**src/msl_pkg.sv**
```systemverilog
`timescale 1ns / 1ps
`default_nettype none
// ----------------------------------------------------------------------------
// msl_pkg
// Shared types and constants of the multichannel slew limiter.
// ----------------------------------------------------------------------------
package msl_pkg;

   localparam int REQ_DATA_W = 40;
   localparam int RSP_DATA_W = 40;
   localparam int CSR_ADDR_W = 4;
   localparam int CSR_DATA_W = 32;

   localparam logic [15:0] ONE_Q15 = 16'h8000;
   localparam logic [3:0]  COUNT_MAX = 4'hF;

   localparam logic KIND_STATUS  = 1'b0;
   localparam logic KIND_CHANNEL = 1'b1;

   typedef enum logic [1:0] {
      OP_ENTRY        = 2'd0,
      OP_TICK         = 2'd1,
      OP_SET_FAULT    = 2'd2,
      OP_CLEAR_FAULTS = 2'd3
   } op_type;

   typedef enum logic [1:0] {
      REG_MAX_INDEX = 2'd0,
      REG_FALL_RATE = 2'd1,
      REG_RISE_RATE = 2'd2,
      REG_NONE      = 2'd3
   } reg_type;

   typedef enum logic [1:0] {
      ST_IDLE,
      ST_CMD_OUT,
      ST_TICK_MUL,
      ST_TICK_CHAN
   } state_type;

   typedef struct packed {
      logic entry;
      logic commit;
      logic tick_load;
      logic step_load;
      logic emit_status;
      logic emit_chan;
      logic fault_set;
      logic fault_clear;
   } cmd_type;

   typedef struct packed {
      logic out_free;
      logic chan_last;
   } stat_type;

   typedef struct packed {
      logic [15:0] max_index;
      logic [31:0] fall_rate;
      logic [31:0] rise_rate;
   } cfg_type;

endpackage
`default_nettype wire

```
**src/multichannel_slew_limiter.sv**
```systemverilog
`timescale 1ns / 1ps
`default_nettype none
// ----------------------------------------------------------------------------
// multichannel_slew_limiter
// Per-channel modulation index slew limiter with staged commands and faults.
//
// Requests enter on req_* (stream, tuser = operation, tlast = entry_last).
// Reports leave on rsp_* (tuser = report kind, tlast = last of a run).
// Command entries other than the last, and fault events, give no report.
// The last entry of a command moves the sequencer to a report state, where
// its status report is registered once the output register is free.
// A tick latches its step, then computes the step multiplies, then updates
// and reports one channel per cycle while the output register is free.
// Input is taken only while the sequencer is idle; a waiting report sits in
// the output register and does not block that. When the receiver stalls the
// sequencer holds until the output register frees.
// Reset (synchronous) clears all channel state, faults and the partial
// command; max_index returns to 1.0, both rates to zero.
// ----------------------------------------------------------------------------
module multichannel_slew_limiter #(
   parameter int CHANNELS = 4
) (
   input  wire                              clock,
   input  wire                              reset,
   input  wire                              req_tvalid,
   output logic                             req_tready,
   // chan[3:0] index_request[19:4] channel_on[20] step_us[36:21]
   // all_enable[37] fault_value[38]
   input  wire [msl_pkg::REQ_DATA_W-1:0]    req_tdata,
   // operation[1:0]
   input  wire [1:0]                        req_tuser,
   input  wire                              req_tlast,
   output logic                             rsp_tvalid,
   input  wire                              rsp_tready,
   // accepted[0] report_channel[3:1] applied_index[19:4]
   // target_index[35:20] channel_enabled[36] channel_faulted[37]
   output logic [msl_pkg::RSP_DATA_W-1:0]   rsp_tdata,
   // report_kind[0]
   output logic [0:0]                       rsp_tuser,
   output logic                             rsp_tlast,
   input  wire                              csr_psel,
   input  wire                              csr_penable,
   input  wire                              csr_pwrite,
   input  wire [msl_pkg::CSR_ADDR_W-1:0]    csr_paddr,
   input  wire [msl_pkg::CSR_DATA_W-1:0]    csr_pwdata,
   output logic [msl_pkg::CSR_DATA_W-1:0]   csr_prdata,
   output logic                             csr_pready
);
   import msl_pkg::*;

   localparam int CH_W = (CHANNELS > 1) ? $clog2(CHANNELS) : 1;

   cfg_type  cfg;
   cmd_type  cmd;
   stat_type stat;

   msl_csr u_csr (
      .clock       (clock),
      .reset       (reset),
      .csr_psel    (csr_psel),
      .csr_penable (csr_penable),
      .csr_pwrite  (csr_pwrite),
      .csr_paddr   (csr_paddr),
      .csr_pwdata  (csr_pwdata),
      .csr_prdata  (csr_prdata),
      .csr_pready  (csr_pready),
      .cfg         (cfg)
   );

   msl_ctrl u_ctrl (
      .clock      (clock),
      .reset      (reset),
      .req_tvalid (req_tvalid),
      .req_tready (req_tready),
      .req_tuser  (req_tuser),
      .req_tlast  (req_tlast),
      .stat       (stat),
      .cmd        (cmd)
   );

   msl_dp #(
      .CHANNELS (CHANNELS),
      .CH_W     (CH_W)
   ) u_dp (
      .clock      (clock),
      .reset      (reset),
      .cmd        (cmd),
      .stat       (stat),
      .cfg        (cfg),
      .req_tdata  (req_tdata),
      .rsp_tvalid (rsp_tvalid),
      .rsp_tready (rsp_tready),
      .rsp_tdata  (rsp_tdata),
      .rsp_tuser  (rsp_tuser),
      .rsp_tlast  (rsp_tlast)
   );

endmodule
`default_nettype wire

```
**src/msl_csr.sv**
```systemverilog
`timescale 1ns / 1ps
`default_nettype none
// ----------------------------------------------------------------------------
// msl_csr
// Configuration registers behind the APB-style port.
// ----------------------------------------------------------------------------
module msl_csr (
   input  wire                             clock,
   input  wire                             reset,
   input  wire                             csr_psel,
   input  wire                             csr_penable,
   input  wire                             csr_pwrite,
   input  wire [msl_pkg::CSR_ADDR_W-1:0]   csr_paddr,
   input  wire [msl_pkg::CSR_DATA_W-1:0]   csr_pwdata,
   output logic [msl_pkg::CSR_DATA_W-1:0]  csr_prdata,
   output logic                            csr_pready,
   output msl_pkg::cfg_type                cfg
);
   import msl_pkg::*;

   logic [15:0] max_index_ff, max_index_in;
   logic [31:0] fall_rate_ff, fall_rate_in;
   logic [31:0] rise_rate_ff, rise_rate_in;
   logic        wr_en;
   reg_type     sel;

   assign csr_pready = 1'b1;
   assign wr_en = csr_psel & csr_penable & csr_pwrite;
   assign sel   = reg_type'(csr_paddr[3:2]);

   always_comb begin
      max_index_in = max_index_ff;
      fall_rate_in = fall_rate_ff;
      rise_rate_in = rise_rate_ff;
      csr_prdata   = '0;
      unique case (sel)
         REG_MAX_INDEX: begin
            csr_prdata = {16'h0000, max_index_ff};
            if (wr_en) max_index_in = csr_pwdata[15:0];
         end
         REG_FALL_RATE: begin
            csr_prdata = fall_rate_ff;
            if (wr_en) fall_rate_in = csr_pwdata;
         end
         REG_RISE_RATE: begin
            csr_prdata = rise_rate_ff;
            if (wr_en) rise_rate_in = csr_pwdata;
         end
         default: begin
            csr_prdata = '0;
         end
      endcase
   end

   always_ff @(posedge clock) begin
      if (reset) begin
         max_index_ff <= ONE_Q15;
         fall_rate_ff <= '0;
         rise_rate_ff <= '0;
      end else begin
         max_index_ff <= max_index_in;
         fall_rate_ff <= fall_rate_in;
         rise_rate_ff <= rise_rate_in;
      end
   end

   assign cfg.max_index = (max_index_ff > ONE_Q15) ? ONE_Q15 : max_index_ff;
   assign cfg.fall_rate = fall_rate_ff;
   assign cfg.rise_rate = rise_rate_ff;

endmodule
`default_nettype wire

```
**src/msl_ctrl.sv**
```systemverilog
`timescale 1ns / 1ps
`default_nettype none
// ----------------------------------------------------------------------------
// msl_ctrl
// Sequencer: accepts transactions, steps a tick across channels, and issues
// status and channel reports.
// ----------------------------------------------------------------------------
module msl_ctrl (
   input  wire                 clock,
   input  wire                 reset,
   input  wire                 req_tvalid,
   output logic                req_tready,
   input  wire [1:0]           req_tuser,
   input  wire                 req_tlast,
   input  msl_pkg::stat_type   stat,
   output msl_pkg::cmd_type    cmd
);
   import msl_pkg::*;

   state_type state_ff, state_in;
   op_type    op;

   assign op = op_type'(req_tuser);

   always_ff @(posedge clock) begin
      if (reset) begin
         state_ff <= ST_IDLE;
      end else begin
         state_ff <= state_in;
      end
   end

   always_comb begin
      state_in   = state_ff;
      req_tready = 1'b0;
      cmd        = '0;
      unique case (state_ff)
         ST_IDLE: begin
            req_tready = 1'b1;
            if (req_tvalid) begin
               unique case (op)
                  OP_ENTRY: begin
                     cmd.entry  = 1'b1;
                     cmd.commit = req_tlast;
                     if (req_tlast) state_in = ST_CMD_OUT;
                  end
                  OP_TICK: begin
                     cmd.tick_load = 1'b1;
                     state_in      = ST_TICK_MUL;
                  end
                  OP_SET_FAULT: begin
                     cmd.fault_set = 1'b1;
                  end
                  OP_CLEAR_FAULTS: begin
                     cmd.fault_clear = 1'b1;
                  end
                  default: begin
                     state_in = ST_IDLE;
                  end
               endcase
            end
         end
         ST_CMD_OUT: begin
            if (stat.out_free) begin
               cmd.emit_status = 1'b1;
               state_in        = ST_IDLE;
            end
         end
         ST_TICK_MUL: begin
            cmd.step_load = 1'b1;
            state_in      = ST_TICK_CHAN;
         end
         ST_TICK_CHAN: begin
            if (stat.out_free) begin
               cmd.emit_chan = 1'b1;
               if (stat.chan_last) state_in = ST_IDLE;
            end
         end
         default: begin
            state_in = ST_IDLE;
         end
      endcase
   end

endmodule
`default_nettype wire

```
**src/msl_dp.sv**
```systemverilog
`timescale 1ns / 1ps
`default_nettype none
// ----------------------------------------------------------------------------
// msl_dp
// Channel state, command staging, step computation and the report register.
// ----------------------------------------------------------------------------
module msl_dp #(
   parameter int CHANNELS = 4,
   parameter int CH_W     = 2
) (
   input  wire                              clock,
   input  wire                              reset,
   input  msl_pkg::cmd_type                 cmd,
   output msl_pkg::stat_type                stat,
   input  msl_pkg::cfg_type                 cfg,
   input  wire [msl_pkg::REQ_DATA_W-1:0]    req_tdata,
   output logic                             rsp_tvalid,
   input  wire                              rsp_tready,
   output logic [msl_pkg::RSP_DATA_W-1:0]   rsp_tdata,
   output logic [0:0]                       rsp_tuser,
   output logic                             rsp_tlast
);
   import msl_pkg::*;

   // request fields
   logic [3:0]  f_chan;
   logic [15:0] f_index;
   logic        f_on;
   logic [15:0] f_step;
   logic        f_all_en;
   logic        f_fault;

   assign f_chan   = req_tdata[3:0];
   assign f_index  = req_tdata[19:4];
   assign f_on     = req_tdata[20];
   assign f_step   = req_tdata[36:21];
   assign f_all_en = req_tdata[37];
   assign f_fault  = req_tdata[38];

   logic [15:0] target_ff  [CHANNELS];
   logic [15:0] target_in  [CHANNELS];
   logic [15:0] applied_ff [CHANNELS];
   logic [15:0] applied_in [CHANNELS];
   logic [15:0] pend_t_ff  [CHANNELS];
   logic [15:0] pend_t_in  [CHANNELS];
   logic [CHANNELS-1:0] enable_ff, enable_in;
   logic [CHANNELS-1:0] fault_ff, fault_in;
   logic [CHANNELS-1:0] pend_e_ff, pend_e_in;
   logic [CHANNELS-1:0] seen_ff, seen_in, seen_new;
   logic [3:0]  count_ff, count_in, count_new;
   logic        error_ff, error_in, error_new;
   logic        acc_ff, acc_in;
   logic [15:0] step_ff, step_in;
   logic        all_en_ff, all_en_in;
   logic [15:0] down_ff, down_in;
   logic [15:0] up_ff, up_in;
   logic [CH_W-1:0] chan_ff, chan_in;

   logic        out_valid_ff, out_valid_in;
   logic        out_kind_ff, out_kind_in;
   logic        out_acc_ff, out_acc_in;
   logic [2:0]  out_chan_ff, out_chan_in;
   logic [15:0] out_applied_ff, out_applied_in;
   logic [15:0] out_target_ff, out_target_in;
   logic        out_en_ff, out_en_in;
   logic        out_fault_ff, out_fault_in;
   logic        out_last_ff, out_last_in;

   logic [CH_W-1:0] idx;
   logic        chan_ok;
   logic        entry_ok;
   logic        cmd_ok;
   logic [47:0] fall_prod;
   logic [47:0] rise_prod;
   logic [15:0] cur_a;
   logic [15:0] cur_t;
   logic [16:0] new_a;
   logic [15:0] new_a_clip;
   logic        out_free;

   function automatic logic [15:0] sat_step(input logic [47:0] p);
      logic [31:0] q;
      q = p[47:16];
      return (q > 32'(ONE_Q15)) ? ONE_Q15 : q[15:0];
   endfunction

   assign idx      = f_chan[CH_W-1:0];
   assign chan_ok  = f_chan < 4'(CHANNELS);
   assign entry_ok = chan_ok && (f_index <= ONE_Q15) && !seen_ff[idx];
   assign seen_new = entry_ok ? (seen_ff | (CHANNELS'(1) << idx)) : seen_ff;
   assign count_new = (count_ff == COUNT_MAX) ? COUNT_MAX : count_ff + 4'd1;
   assign error_new = error_ff | ~entry_ok;
   assign cmd_ok    = !error_new && (count_new == 4'(CHANNELS)) && (&seen_new);

   assign fall_prod = 48'(cfg.fall_rate) * 48'(step_ff);
   assign rise_prod = 48'(cfg.rise_rate) * 48'(step_ff);

   assign cur_a = applied_ff[chan_ff];
   assign cur_t = target_ff[chan_ff];

   always_comb begin
      if (!all_en_ff || !enable_ff[chan_ff] || fault_ff[chan_ff]) begin
         new_a = '0;
      end else if (cur_t < cur_a) begin
         new_a = ((cur_a - cur_t) > down_ff) ? {1'b0, cur_a - down_ff} : {1'b0, cur_t};
      end else begin
         new_a = ((cur_t - cur_a) > up_ff) ? {1'b0, cur_a} + {1'b0, up_ff}
                                            : {1'b0, cur_t};
      end
      new_a_clip = (new_a > {1'b0, cfg.max_index}) ? cfg.max_index : new_a[15:0];
   end

   assign out_free      = !out_valid_ff || rsp_tready;
   assign stat.out_free  = out_free;
   assign stat.chan_last = chan_ff == CH_W'(CHANNELS - 1);

   always_comb begin
      target_in  = target_ff;
      applied_in = applied_ff;
      pend_t_in  = pend_t_ff;
      enable_in  = enable_ff;
      fault_in   = fault_ff;
      pend_e_in  = pend_e_ff;
      seen_in    = seen_ff;
      count_in   = count_ff;
      error_in   = error_ff;
      acc_in     = acc_ff;
      step_in    = step_ff;
      all_en_in  = all_en_ff;
      down_in    = down_ff;
      up_in      = up_ff;
      chan_in    = chan_ff;

      out_valid_in   = out_valid_ff & ~rsp_tready;
      out_kind_in    = out_kind_ff;
      out_acc_in     = out_acc_ff;
      out_chan_in    = out_chan_ff;
      out_applied_in = out_applied_ff;
      out_target_in  = out_target_ff;
      out_en_in      = out_en_ff;
      out_fault_in   = out_fault_ff;
      out_last_in    = out_last_ff;

      if (cmd.entry) begin
         if (entry_ok) begin
            pend_t_in[idx] = f_index;
            pend_e_in[idx] = f_on;
         end
         if (cmd.commit) begin
            seen_in  = '0;
            count_in = '0;
            error_in = 1'b0;
            acc_in   = cmd_ok;
            if (cmd_ok) begin
               for (int i = 0; i < CHANNELS; i++) begin
                  target_in[i] = (pend_t_in[i] > cfg.max_index) ? cfg.max_index
                                                                : pend_t_in[i];
                  enable_in[i] = pend_e_in[i];
               end
            end
         end else begin
            seen_in  = seen_new;
            count_in = count_new;
            error_in = error_new;
         end
      end

      if (cmd.tick_load) begin
         step_in   = f_step;
         all_en_in = f_all_en;
         chan_in   = '0;
      end

      if (cmd.step_load) begin
         down_in = sat_step(fall_prod);
         up_in   = sat_step(rise_prod);
      end

      if (cmd.fault_set && chan_ok) fault_in[idx] = f_fault;
      if (cmd.fault_clear) fault_in = '0;

      if (cmd.emit_chan) begin
         applied_in[chan_ff] = new_a_clip;
         chan_in        = chan_ff + CH_W'(1);
         out_valid_in   = 1'b1;
         out_kind_in    = KIND_CHANNEL;
         out_acc_in     = 1'b0;
         out_chan_in    = 3'(chan_ff);
         out_applied_in = new_a_clip;
         out_target_in  = cur_t;
         out_en_in      = enable_ff[chan_ff];
         out_fault_in   = fault_ff[chan_ff];
         out_last_in    = stat.chan_last;
      end

      if (cmd.emit_status) begin
         out_valid_in   = 1'b1;
         out_kind_in    = KIND_STATUS;
         out_acc_in     = acc_ff;
         out_chan_in    = '0;
         out_applied_in = '0;
         out_target_in  = '0;
         out_en_in      = 1'b0;
         out_fault_in   = 1'b0;
         out_last_in    = 1'b1;
      end
   end

   always_ff @(posedge clock) begin
      if (reset) begin
         for (int i = 0; i < CHANNELS; i++) begin
            target_ff[i]  <= '0;
            applied_ff[i] <= '0;
         end
         enable_ff    <= '0;
         fault_ff     <= '0;
         seen_ff      <= '0;
         count_ff     <= '0;
         error_ff     <= 1'b0;
         chan_ff      <= '0;
         out_valid_ff <= 1'b0;
      end else begin
         target_ff    <= target_in;
         applied_ff   <= applied_in;
         enable_ff    <= enable_in;
         fault_ff     <= fault_in;
         seen_ff      <= seen_in;
         count_ff     <= count_in;
         error_ff     <= error_in;
         chan_ff      <= chan_in;
         out_valid_ff <= out_valid_in;
      end
   end

   always_ff @(posedge clock) begin
      pend_t_ff      <= pend_t_in;
      pend_e_ff      <= pend_e_in;
      acc_ff         <= acc_in;
      step_ff        <= step_in;
      all_en_ff      <= all_en_in;
      down_ff        <= down_in;
      up_ff          <= up_in;
      out_kind_ff    <= out_kind_in;
      out_acc_ff     <= out_acc_in;
      out_chan_ff    <= out_chan_in;
      out_applied_ff <= out_applied_in;
      out_target_ff  <= out_target_in;
      out_en_ff      <= out_en_in;
      out_fault_ff   <= out_fault_in;
      out_last_ff    <= out_last_in;
   end

   assign rsp_tvalid = out_valid_ff;
   assign rsp_tuser  = out_kind_ff;
   assign rsp_tlast  = out_last_ff;
   assign rsp_tdata  = {2'b00, out_fault_ff, out_en_ff, out_target_ff,
                        out_applied_ff, out_chan_ff, out_acc_ff};

endmodule
`default_nettype wire

```
**config.mk**
```make
export PLATFORM = sky130hd
export DESIGN_NAME = multichannel_slew_limiter
export DESIGN_NICKNAME = d
export VERILOG_FILES = /design/src/msl_pkg.sv /design/src/multichannel_slew_limiter.sv /design/src/msl_csr.sv /design/src/msl_ctrl.sv /design/src/msl_dp.sv
export SDC_FILE = /design/constraint.sdc
export NUM_CORES = 2
export LEC_CHECK = 0
export BUFFER_PORTS_ARGS = -buffer_cell sky130_fd_sc_hd__buf_2
export CAP_MARGIN = 20
export CORE_MARGIN = 1.5
export CORE_UTILIZATION = 40
export DETAILED_ROUTE_END_ITERATION = 8
export PLACE_DENSITY = 0.58
export SLEW_MARGIN = 20
export SYNTH_ARGS = -nofsm -noshare
export SYNTH_HDL_FRONTEND = slang
export SYNTH_SLANG_ARGS = --single-unit
```
**constraint.sdc**
```tcl
create_clock -name clock -period 12.8 [get_ports clock]
set_input_delay 2.56 -clock clock [delete_from_list [all_inputs] [get_ports clock]]
set_output_delay 2.56 -clock clock [all_outputs]
set_load 0.01 [all_outputs]
```
==> impl_results.md <==
* Fmax at 0.0959 GHz
* Post-Place Cells at 7866
* Gate Count Post-Synth at 6244
* ANT nets after route at 0
* Syn_area_per_cell at 8.73 µm²
* Clk pin slew, worst setup/hold paths at 70 ps
* DRT Pass-1 Iters at 6
* Pre-CTS WS at 2520 ps
* Max Cap Viol at 0
* Worst setup EP type: flip-flop
* Die Y at 372 µm
* Drt total wl at approximately 160 mm
* H-tree levels at 2
* Clock sink count at 387
* GRT overflow at 0
* Max incr delay on CP at 680 ps
* Max-slew headroom at 22.2%
* Post-Layout Cell Count at 7948
* Post-Syn Area at 54500 µm²
* Hold Path Class: flip-flop to flip-flop
* Layout cells sized above 1 at approximately 7%
* Post-synthesis xor/xnor area fraction at 1.64%
* Die Span X at 372 µm
* Maximum VDD drop at 0.0881 mV
* Post-DR wirelength/cell at 20.5 µm
* Final WS setup at 2370 ps
* I/O Buffers at between 150 and 200
* CP arrival at approximately 11000 ps
* Largest net degree at the start of global routing at 90
* Final Wtd Congestion at 0.948
* Flop and latch count out of synthesis at ~390
* Worst-skew pair later-pin latency at 600 ps
* CTS buffer count at roughly 40
* Post-synthesis compound-gate area fraction at 10.4%
* Most frequent cells in the layout: nand2_1 (1037), inv_1 (979), fa_1 (838)
* Clock Path Buffers at 3
* EDFF count, synth at 119
* Leak at ~26 nW
* FFs w/ async S/R, synth at 0%
* Initial antenna violation count at 18
* First-pass GRT wire length at 258 mm
* Hpwl dp at 124 mm
* Crit Path Class: flip-flop to flip-flop
* Floorplan core area at ~140000 µm²
* # IOs at 163
* Setup Fix Bufs, Post-CTS at 0
* Status: completed
* Root buffer cell: clkbuf_16
* Worst-path fanout max at 14
* Worst slew pin tran at ~1200 ps
* Initial DRC Count at 3154
* Simple-gate portion of the synthesized area at 18.0%
* # resized after CTS at 0
* RSZ-0062 raised after global routing: false
* Hold Violations, Final at 0
* Sequential fraction of the synthesis area at 16.4%
* Slowest cell on crit path: a2111oi_0
* Synthesis warning total at 0
* Post-layout util at 42.9%
* Power Density at 55.7 nW/µm²
* Adder-Cell Fraction of Synth Area at between 40% and 50%
* Max-slew violation count at 0
* Part of the cycle the worst path needs at 81.5%
* All-Layer GR Usage at roughly a quarter
* P&R area growth vs syn at 6.59%
* Yosys cell types at 86
* Largest family of logic cells by synthesized area: adder cells
* Starting Density at 40.3%
* Vias in the first global route at 44400
* CTS tree: built
* Final #Nets at 7465
* Post-synth top flop: dfxtp_1
* Setup TNS Final at 0 ps
* Post-CTS Hold Buffers at 0
* Final setup fails at 0
* Die area at 138000 µm²
* Req. time, crit path at between 10000 and 15000 ps
* Mux cell area share after synthesis at 3.84%
* Tmin final at 10430 ps
* Vias per cell at 5.45
* Residual DRC at 0
* Most frequent CP cell: nor2_1
* Clk_skew at slightly below 40 ps
* Crit start category: flip-flop
* Routed vias at 43300
* Most common cell after layout, fill and taps aside: nand2_1
* Row cnt at between 100 and 150
cell families after synthesis:
logic type / count (synthesis)
DFF: 387
xor gates and xnor gates: 102
and+or+nand+nor: 2080
buffers and inverters: 1360
other: 2
adders and majority gates: 1251
muxes: 156
AOI/OAI and AO/OA: 906
where the power goes:
part           switching (W)  leakage [nW]  internal (W)
combinational       0.000403          22.1      0.000213
clock               0.000553         0.717      0.000754
sequential         0.0000271          3.23       0.00129
total               0.000983          26.0       0.00225
area by class of cell:
| type | instances | area [µm²] |
|---|---|---|
| well taps | 1781 | 2230 |
| clock inverters | 13 | 203 |
| multi-input cells | 4499 | 40500 |
| inverters | 981 | 3680 |
| diodes | 6 | 15.0 |
| clock buffers | 63 | 1260 |
| fillers | 13400 | 77200 |
| repair buffers | 218 | 1250 |
| flip-flops and latches | 387 | 8940 |
state kept, by name, indices dropped and copies added, names as in the netlist, 32 cells and up:
signal / cells
u_dp.applied_ff: 64
u_csr.rise_rate_ff: 32
u_dp.target_ff: 64
u_dp.pend_t_ff: 64
u_csr.fall_rate_ff: 32
metal layers:
metal | GRT usage [%] | wire length, µm
met1 | 33.1 | 72800
met2 | 38.9 | 75000
met3 | 4.38 | 11700
met4 | 4.97 | 3260
met5 | 0 | 94
Yosys cell counts (8+ instances only):
cell type | instances | area share [%]
or3_1 | 11 | 0.13
and2_1 | 395 | 4.5
nand4_1 | 74 | 0.85
mux2_2 | 73 | 1.5
edfxtp_1 | 119 | 6.6
mux2i_1 | 48 | 0.88
o21a_1 | 44 | 0.61
or2_2 | 8 | 0.092
nor3b_1 | 10 | 0.14
xor2_1 | 40 | 0.64
o21bai_1 | 16 | 0.22
inv_1 | 980 | 6.7
nand3_1 | 50 | 0.46
buf_1 | 11 | 0.076
fa_1 | 838 | 31
nor4_1 | 21 | 0.24
o31ai_1 | 22 | 0.30
a22o_1 | 20 | 0.32
nand3b_1 | 37 | 0.51
nor3_1 | 64 | 0.59
ha_1 | 413 | 9.5
a21o_1 | 61 | 0.84
or4_1 | 9 | 0.12
nor2_1 | 239 | 1.6
a21oi_1 | 279 | 2.6
dfxtp_1 | 268 | 9.8
a211oi_1 | 86 | 1.2
clkbuf_1 | 356 | 2.5
nor2b_1 | 48 | 0.55
a31oi_1 | 23 | 0.26
o21ai_0 | 229 | 2.1
and3_1 | 25 | 0.29
xnor2_1 | 62 | 1.0
nand2_1 | 1038 | 7.1
mux4_2 | 35 | 1.4
nand2b_1 | 30 | 0.34
o211ai_1 | 20 | 0.28
stage by stage:
step                total power [W]  hold slack (ps)  instance area [µm²]
global placement            0.00194              428                56600
global route                0.00338              470                58100
detailed placement          0.00195              439                56600
finish                      0.00324              449                58100
floorplan                   0.00175              429                54500
CTS                         0.00325              448                58100
critical path: cells and delay by family (launching register included):
family          cells  cell delay [ps]
mux                 1              620
buf+inv             4              880
compound gates     18             5200
fa+ha+maj           4             1270
xor+xnor            1               90
flops               1              650
simple gates        9             1520
worst paths after layout:
kind / startpoint / endpoint / slack (ps) / depth (start not counted)
worst max register to register: u_dp.chan_ff[0] / u_dp.applied_ff[43] / 2370 / 37
worst min-delay path: u_dp.out_applied_ff[4] / u_dp.out_applied_ff[4] / 450 / 2
worst max-delay path: u_dp.chan_ff[0] / u_dp.applied_ff[43] / 2370 / 37
worst min register to register: u_dp.out_applied_ff[4] / u_dp.out_applied_ff[4] / 450 / 2
(Power assumes the default switching activity.)
